<file path="src/sv/ecd_pkg.sv">
// Shared types, constants and tables for the epoch-to-calendar converter.
// No dependencies; used by every module of the block.
package ecd_pkg;

    typedef struct packed {
        logic [31:0] epoch_seconds;
        logic [19:0] sub_second_in;
    } t_in_beat;

    typedef struct packed {
        logic [11:0] year;
        logic [3:0]  month;
        logic [4:0]  day;
        logic [4:0]  hour;
        logic [5:0]  minute;
        logic [5:0]  second;
        logic [19:0] sub_second_out;
        logic        out_of_range;
    } t_out_beat;

    // Stage 2 result of the front end.
    typedef struct packed {
        logic [16:0] rem;    // seconds into the day
        logic [7:0]  yq;     // estimated years since the base year
        logic [17:0] yd0;    // day of year for the estimate (two's complement)
        logic [17:0] yd1;    // day of year for the estimate minus one
    } t_front;

    localparam int NSTAGE = 5;

    localparam logic [31:0] LAST_SECOND = 32'd4102444799;
    localparam logic [19:0] USEC_MAX    = 20'd999999;
    localparam logic [11:0] BASE_YEAR   = 12'd1970;
    localparam logic [17:0] DAYS_PER_YEAR = 18'd365;

    // Both 86400 and 31536000 carry a factor of 128; the rest is a reciprocal
    // multiply on the upper 25 bits of the seconds.
    localparam int PRE_SHIFT = 7;

    localparam longint unsigned DAY_DIV = 64'd675;
    localparam int              DAY_K   = 35;
    localparam longint unsigned DAY_MUL = ((64'd1 << DAY_K) + DAY_DIV - 64'd1) / DAY_DIV;

    localparam longint unsigned YR_DIV = 64'd246375;
    localparam int              YR_K   = 43;
    localparam longint unsigned YR_MUL = ((64'd1 << YR_K) + YR_DIV - 64'd1) / YR_DIV;

    // hour = (rem >> 4) / 225, minute = (r >> 2) / 15
    localparam longint unsigned HR_DIV = 64'd225;
    localparam int              HR_K   = 21;
    localparam longint unsigned HR_MUL = ((64'd1 << HR_K) + HR_DIV - 64'd1) / HR_DIV;

    localparam longint unsigned MIN_DIV = 64'd15;
    localparam int              MIN_K   = 14;
    localparam longint unsigned MIN_MUL = ((64'd1 << MIN_K) + MIN_DIV - 64'd1) / MIN_DIV;

    localparam logic [8:0] CUM_DAYS [12] = '{
        9'd0, 9'd31, 9'd59, 9'd90, 9'd120, 9'd151,
        9'd181, 9'd212, 9'd243, 9'd273, 9'd304, 9'd334
    };

endpackage

</file>
<file path="src/sv/ecd_front.sv">
// Stages 1-2: whole days, seconds of day and year estimate by reciprocal multiply.
// Depends on ecd_pkg.
module ecd_front (
    input  logic              i_clk,
    input  logic              i_en,
    input  logic [31:0]       i_secs,
    output ecd_pkg::t_front   o_front
);

    logic [50:0] r_dprod, n_dprod;
    logic [50:0] r_yprod, n_yprod;
    logic [31:0] r_secs;

    always_comb begin
        n_dprod = 51'(i_secs[31:ecd_pkg::PRE_SHIFT]) * 51'(ecd_pkg::DAY_MUL);
        n_yprod = 51'(i_secs[31:ecd_pkg::PRE_SHIFT]) * 51'(ecd_pkg::YR_MUL);
    end

    always_ff @(posedge i_clk) begin
        if (i_en) begin
            r_dprod <= n_dprod;
            r_yprod <= n_yprod;
            r_secs  <= i_secs;
        end
    end

    logic [15:0] days;
    logic [7:0]  yq;
    logic [25:0] days_x;
    logic [24:0] rlo;
    logic [17:0] yspan, leaps0, leaps1;
    ecd_pkg::t_front r_front, n_front;

    always_comb begin
        days   = r_dprod[50:ecd_pkg::DAY_K];
        yq     = r_yprod[50:ecd_pkg::YR_K];
        days_x = 26'(days) * 26'(ecd_pkg::DAY_DIV);
        rlo    = r_secs[31:ecd_pkg::PRE_SHIFT] - days_x[24:0];
        yspan  = 18'(yq) * ecd_pkg::DAYS_PER_YEAR;
        leaps0 = 18'((9'(yq) + 9'd1) >> 2);
        leaps1 = 18'(yq >> 2);
        n_front.rem = {rlo[9:0], r_secs[ecd_pkg::PRE_SHIFT-1:0]};
        n_front.yq  = yq;
        n_front.yd0 = 18'(days) - yspan - leaps0 + 18'd1;
        // one year earlier: 365 more days, and one leap fewer when yq+1 is a multiple of 4
        n_front.yd1 = n_front.yd0 + ecd_pkg::DAYS_PER_YEAR + leaps0 - leaps1;
    end

    always_ff @(posedge i_clk) begin
        if (i_en) begin
            r_front <= n_front;
        end
    end

    assign o_front = r_front;

endmodule

</file>
<file path="src/sv/ecd_date.sv">
// Stages 3-5: year correction, month search and day of month.
// Depends on ecd_pkg.
module ecd_date (
    input  logic              i_clk,
    input  logic              i_en,
    input  ecd_pkg::t_front   i_front,
    output logic [11:0]       o_year,
    output logic [3:0]        o_month,
    output logic [4:0]        o_day
);

    // stage 3
    logic        sel;
    logic [17:0] yd;
    logic [7:0]  n3_yoff, r3_yoff;
    logic [8:0]  n3_ydu, r3_ydu;
    logic        n3_leap, r3_leap;

    always_comb begin
        sel     = i_front.yd0[17] || (i_front.yd0 == '0);
        n3_yoff = sel ? (i_front.yq - 8'd1) : i_front.yq;
        yd      = sel ? i_front.yd1 : i_front.yd0;
        n3_ydu  = (yd[17] || (yd == '0)) ? 9'd1 : yd[8:0];
        // 1970 is 2 mod 4; 2100 is out of reach, so every fourth year leaps
        n3_leap = (n3_yoff[1:0] == 2'b10);
    end

    always_ff @(posedge i_clk) begin
        if (i_en) begin
            r3_yoff <= n3_yoff;
            r3_ydu  <= n3_ydu;
            r3_leap <= n3_leap;
        end
    end

    // stage 4
    logic [3:0] n4_month, r4_month;
    logic [7:0] r4_yoff;
    logic [8:0] r4_ydu;
    logic       r4_leap;
    logic [8:0] start;

    always_comb begin
        n4_month = 4'd1;
        start    = '0;
        for (int i = 1; i < 12; i++) begin
            start = ecd_pkg::CUM_DAYS[i] + ((i >= 2) ? 9'(r3_leap) : 9'd0);
            if (r3_ydu > start) begin
                n4_month = 4'(i + 1);
            end
        end
    end

    always_ff @(posedge i_clk) begin
        if (i_en) begin
            r4_month <= n4_month;
            r4_yoff  <= r3_yoff;
            r4_ydu   <= r3_ydu;
            r4_leap  <= r3_leap;
        end
    end

    // stage 5
    logic [11:0] n5_year, r5_year;
    logic [3:0]  r5_month;
    logic [8:0]  dfull;
    logic [4:0]  r5_day;

    always_comb begin
        n5_year = ecd_pkg::BASE_YEAR + 12'(r4_yoff);
        dfull   = r4_ydu - ecd_pkg::CUM_DAYS[r4_month - 4'd1]
                  - ((r4_month >= 4'd3) ? 9'(r4_leap) : 9'd0);
    end

    always_ff @(posedge i_clk) begin
        if (i_en) begin
            r5_year  <= n5_year;
            r5_month <= r4_month;
            r5_day   <= dfull[4:0];
        end
    end

    assign o_year  = r5_year;
    assign o_month = r5_month;
    assign o_day   = r5_day;

endmodule

</file>
<file path="src/sv/ecd_tod.sv">
// Stages 3-5: hour, minute and second from the seconds into the day.
// Depends on ecd_pkg.
module ecd_tod (
    input  logic        i_clk,
    input  logic        i_en,
    input  logic [16:0] i_rem,
    output logic [4:0]  o_hour,
    output logic [5:0]  o_minute,
    output logic [5:0]  o_second
);

    // stage 3: hour = (rem / 16) / 225
    logic [26:0] hprod;
    logic [16:0] r3_rem;
    logic [4:0]  r3_hour;

    assign hprod = 27'(i_rem[16:4]) * 27'(ecd_pkg::HR_MUL);

    always_ff @(posedge i_clk) begin
        if (i_en) begin
            r3_rem  <= i_rem;
            r3_hour <= hprod[ecd_pkg::HR_K+4:ecd_pkg::HR_K];
        end
    end

    // stage 4: seconds into the hour
    logic [16:0] r2full;
    logic [11:0] r4_r2;
    logic [4:0]  r4_hour;

    assign r2full = r3_rem - 17'(r3_hour) * 17'd3600;

    always_ff @(posedge i_clk) begin
        if (i_en) begin
            r4_r2   <= r2full[11:0];
            r4_hour <= r3_hour;
        end
    end

    // stage 5: minute = (r2 / 4) / 15
    logic [20:0] mprod;
    logic [5:0]  minute;
    logic [11:0] sfull;
    logic [4:0]  r5_hour;
    logic [5:0]  r5_minute, r5_second;

    always_comb begin
        mprod  = 21'(r4_r2[11:2]) * 21'(ecd_pkg::MIN_MUL);
        minute = mprod[ecd_pkg::MIN_K+5:ecd_pkg::MIN_K];
        sfull  = r4_r2 - 12'(minute) * 12'd60;
    end

    always_ff @(posedge i_clk) begin
        if (i_en) begin
            r5_hour   <= r4_hour;
            r5_minute <= minute;
            r5_second <= sfull[5:0];
        end
    end

    assign o_hour   = r5_hour;
    assign o_minute = r5_minute;
    assign o_second = r5_second;

endmodule

</file>
<file path="src/sv/epoch_seconds_to_calendar_date.sv">
// Channel  | valid      | ready       | payload
// in       | i_in_valid | o_in_ready  | i_in_beat  (ecd_pkg::t_in_beat)
// out      | o_out_valid| i_out_ready | o_out_beat (ecd_pkg::t_out_beat)
//
// Five register stages; a taken beat moves through them in order and is shown
// from the last, one beat per cycle sustained unless the output stalls. The two
// 25x26-bit reciprocal multiplies in stage 1 set the stage depth. The whole pipe
// holds when the output beat waits and i_out_ready is low; o_in_ready is low only
// then. Synchronous reset clears the valid bits only.
// Depends on ecd_pkg, ecd_front, ecd_date, ecd_tod.
module epoch_seconds_to_calendar_date (
    input  logic                 i_clk,
    input  logic                 i_rst_n,
    input  logic                 i_in_valid,
    output logic                 o_in_ready,
    input  ecd_pkg::t_in_beat    i_in_beat,
    output logic                 o_out_valid,
    input  logic                 i_out_ready,
    output ecd_pkg::t_out_beat   o_out_beat
);

    localparam int LAST = ecd_pkg::NSTAGE - 1;

    logic [ecd_pkg::NSTAGE-1:0] r_vld;
    logic                       r_oor  [ecd_pkg::NSTAGE];
    logic [19:0]                r_usec [ecd_pkg::NSTAGE];
    logic                       n_oor;
    logic [19:0]                n_usec;

    logic en;
    assign en         = !r_vld[LAST] || i_out_ready;
    assign o_in_ready = en;

    always_comb begin
        n_oor  = i_in_beat.epoch_seconds > ecd_pkg::LAST_SECOND;
        n_usec = (i_in_beat.sub_second_in > ecd_pkg::USEC_MAX) ? ecd_pkg::USEC_MAX
                                                              : i_in_beat.sub_second_in;
    end

    always_ff @(posedge i_clk) begin
        if (!i_rst_n) begin
            r_vld <= '0;
        end else if (en) begin
            r_vld <= {r_vld[LAST-1:0], i_in_valid};
        end
    end

    always_ff @(posedge i_clk) begin
        if (en) begin
            r_oor[0]  <= n_oor;
            r_usec[0] <= n_usec;
            for (int s = 1; s < ecd_pkg::NSTAGE; s++) begin
                r_oor[s]  <= r_oor[s-1];
                r_usec[s] <= r_usec[s-1];
            end
        end
    end

    ecd_pkg::t_front front;
    logic [11:0] year;
    logic [3:0]  month;
    logic [4:0]  day;
    logic [4:0]  hour;
    logic [5:0]  minute, second;

    ecd_front u_front (
        .i_clk   (i_clk),
        .i_en    (en),
        .i_secs  (i_in_beat.epoch_seconds),
        .o_front (front)
    );

    ecd_date u_date (
        .i_clk   (i_clk),
        .i_en    (en),
        .i_front (front),
        .o_year  (year),
        .o_month (month),
        .o_day   (day)
    );

    ecd_tod u_tod (
        .i_clk    (i_clk),
        .i_en     (en),
        .i_rem    (front.rem),
        .o_hour   (hour),
        .o_minute (minute),
        .o_second (second)
    );

    // past the end of 2099 the date saturates to the last second
    always_comb begin
        o_out_beat.sub_second_out = r_usec[LAST];
        o_out_beat.out_of_range   = r_oor[LAST];
        if (r_oor[LAST]) begin
            o_out_beat.year   = 12'd2099;
            o_out_beat.month  = 4'd12;
            o_out_beat.day    = 5'd31;
            o_out_beat.hour   = 5'd23;
            o_out_beat.minute = 6'd59;
            o_out_beat.second = 6'd59;
        end else begin
            o_out_beat.year   = year;
            o_out_beat.month  = month;
            o_out_beat.day    = day;
            o_out_beat.hour   = hour;
            o_out_beat.minute = minute;
            o_out_beat.second = second;
        end
    end

    assign o_out_valid = r_vld[LAST];

endmodule

</file>
<file path="config.mk">
export PLATFORM = sky130hd
export DESIGN_NAME = epoch_seconds_to_calendar_date
export DESIGN_NICKNAME = d
export VERILOG_FILES = /design/src/sv/ecd_pkg.sv /design/src/sv/ecd_front.sv /design/src/sv/ecd_date.sv /design/src/sv/ecd_tod.sv /design/src/sv/epoch_seconds_to_calendar_date.sv
export SDC_FILE = /design/constraint.sdc
export NUM_CORES = 2
export LEC_CHECK = 0
export BUFFER_PORTS_ARGS = -buffer_cell sky130_fd_sc_hd__buf_4
export CAP_MARGIN = 10
export CORE_UTILIZATION = 45
export CTS_CLUSTER_SIZE = 24
export DETAILED_ROUTE_END_ITERATION = 6
export GPL_TIMING_DRIVEN = 0
export PLACE_DENSITY_LB_ADDON = 0.3
export SETUP_SLACK_MARGIN = 0.4
export SLEW_MARGIN = 20
export SYNTH_ARGS = -nofsm -noshare
export SYNTH_HDL_FRONTEND = slang
export SYNTH_SLANG_ARGS = --single-unit
</file>
<file path="constraint.sdc">
create_clock -name i_clk -period 29.4 [get_ports i_clk]
set_input_delay 5.88 -clock i_clk [delete_from_list [all_inputs] [get_ports i_clk]]
set_output_delay 5.88 -clock i_clk [all_outputs]
set_load 0.02 [all_outputs]
</file>
==> results.toml <==
[status]
status = "finished clean"

[drt]
dr_wl_met2_um = 35300
ant_nets = 0
top_layer = "met5"
drt_pass1_iterations = 5
drcViolationCount = 0
routed_wl_um = 71900
drtIter0Drc = 786
num_vias = 21200
routed-wl-met3_um = 2510
met1Wirelength_um = 31700
routed_via_density = 4.91
wire_per_inst_um = 16.6

[clock_network]
htree_num_levels = 1
holdBufCountCts = 0
cts-root-buf = "clkbuf_16"
postCtsSetupRepairBufs = 0
clkTransAtPathRegs_ns = 0.06
clock_latency_ns = 0.58
cts_made_buffers = 30
cts_resized = 0
cts_sinks = 320
cts_tree = "done"
clockBufferDepth = 3

[sta]
clock_skew_ns = 0.0119
grt_setup_unrepaired = "no"
tns_ns = 0
final.period_utilization_pct = 45.7
slew_violations = 0
relSlewSlack_pct = 42.8
period_needed_ns = 13.43
worstMarginPinSlew_ns = 0.852
hold_violations = 0
finalSetupViolCount = 0
max_freq_ghz = 0.0745

[floorplanning]
die_y_um = 284
die_x_um = 284
die_area_mm2 = 0.0809
rows = 103
start_util_pct = 45.4
core-area_mm2 = 0.0790
ioPinCount = 117

[worst_setup_path]
critPathLaunchType = "primary input"
worstPathMaxFanout = 83
critical_path_class = "in2out"
crit_required_ns = 23.52
end_kind = "primary output"
cp.arrival_ns = 7.55

[logic_synthesis]
post_synth_num_cell_types = 73
synth-seq-area-share_pct = 26.6
yosysWarnings = 0
ys_ff_latch = 320
avgSynthCellArea_um2 = 11.6
synth_edf_count = 315
synthCells = 3093
synth_area_mm2 = 0.0359
synthFlopType = "edfxtp_1"
yosysTopAreaCell = "ha_1"
synthTopCellsByArea = "ha_1 (30%), edfxtp_1 (26%), fa_1 (22%), inv_1 (7.7%), xnor2_1 (1.9%)"
synth_top_area_share_pct = 29.6
async_reset_ff_share_pct = 0
synth_nets = 4394

[global_route]
globalRouteTotalUtil_pct = 18.6
grt_max_degree = 98
antenna_found_initial = 2
grt_overflow = 0
grt_pass1_vias = 22500
grt_pass1_wl_um = 118000

[worst_hold_path]
hold_class = "reg2reg"

[job]
max-cap-violations = 0

[placed_design]
io_buffers = 116
dp_hpwl_um = 59100
place.gp.congestion = 0.890

[cells_and_area]
diodes = 0
area_delta_synth_final_pct = 8.93
drive_gt1_share_pct = 7.25
final_nets = 4545
-- layout make-up --
cell class                      count  area, um2
Fill cell                        7146      39900
Multi-Input combinational cell   1997      23300
Sequential cell                   320       9560
Inverter                          737       2770
Tap cell                         1050       1310
Timing Repair Buffer              119        953
Clock buffer                       33        762
Buffer                             39        225
Clock inverter                     22        168
-- registers in the layout (all words and copies together), names as in the netlist, 6 cells and up --
name and cells:
r_usec 100, u_date.o_year 12, u_date.r3_ydu 9, u_date.r3_yoff 8
u_date.r4_yoff 8, u_front.o_front 61, u_front.r_dprod 16, u_front.r_secs 17
u_front.r_yprod 8, u_tod.o_minute 6, u_tod.o_second 6, u_tod.r3_rem 12
u_tod.r4_r2 12
-- routing by layer --
metal | vias to the layer above | GRT usage [%]
met5 | - | 0
met4 | 4 | 6.01
met3 | 125 | 2.16
met2 | 304 | 32.3
met1 | 10200 | 23.9
li1 | 10500 | -
-- worst max-delay path: stages --
cell     delay, ns
buf_4         0.11
nor2b_1       0.52
inv_8         0.37
buf_16        0.32
buf_4         0.24
-- per-stage QoR --
step	setup slack [ns]	cell area [um2]	hold slack, ns	cells	util (%)
after floorplan	11.31	35900	0.400	3093	-
after global placement	7.92	38100	0.400	4259	48.2
after detailed placement	15.98	38200	0.405	4262	48.3
after CTS	15.97	39100	0.418	4317	49.5
after global routing	15.86	39100	0.419	4317	49.5
final	15.97	39100	0.414	4317	49.5
-- cells by family (layout without fill, tap and decap cells) --
logic type      count (synthesis)  count (layout)  share of synthesized area, %
buf+inv                       776             950                          8.34
flops                         320             320                          26.6
xor+xnor                      120             120                          2.95
fa+ha+maj                    1245            1245                          51.7
mux                             4               4                         0.126
compound gates                292             292                          5.43
simple gates                  336             336                          4.81
-- cells in the mapped netlist (3+ instances only) --
cell type / n
a41oi_1: 3
nor4_1: 14
dfxtp_1: 5
nor2_1: 81
a221oi_1: 4
nor3_1: 25
xnor2_1: 76
nand3_1: 24
a21o_1: 38
a311o_1: 3
buf_4: 21
a21oi_1: 98
o2111ai_1: 3
o31a_1: 4
o211ai_1: 4
a22o_1: 7
edfxtp_1: 315
o21ai_1: 4
clkbuf_1: 17
nor2b_1: 31
and3_1: 6
ha_1: 849
fa_1: 396
o21bai_1: 8
a21boi_0: 8
xor2_1: 43
o41ai_1: 3
and2_1: 12
or2_2: 29
inv_1: 736
nand2_1: 56
nand2b_1: 24
nand4_1: 22
o21ai_0: 45
a211oi_1: 10
o21a_1: 14
a31oi_1: 8
o31ai_1: 3
-- placed cells by master, fill, tap and decap left out, drive strengths merged, types with 24 or more instances in the layout --
master and instances:
ha 849, inv 738, fa 396, edfxtp 315, buf 141, a21oi 100, nor2 81, xnor2 76
nand2 56, clkbuf 50, o21ai 49, xor2 44, a21o 38, nor2b 31, or2 29, nor3 26
nand3 25, nand2b 24
-- path summary, 6_finish.rpt --
check                      startpoint                   to  slack, ns  depth (start not counted)
setup reg to reg  u_front.r_yprod[44]  u_front.o_front[16]      21.62                         27
hold reg to reg         r_usec[0][17]        r_usec[0][37]       0.41                          0
hold / removal          r_usec[0][17]        r_usec[0][37]       0.41                          0
setup / recovery          i_out_ready           o_in_ready      15.97                          5
Power is left out: the tool's default activity adds up to more than one toggle a clock period on the data nets, which glitch-free logic cannot reach.
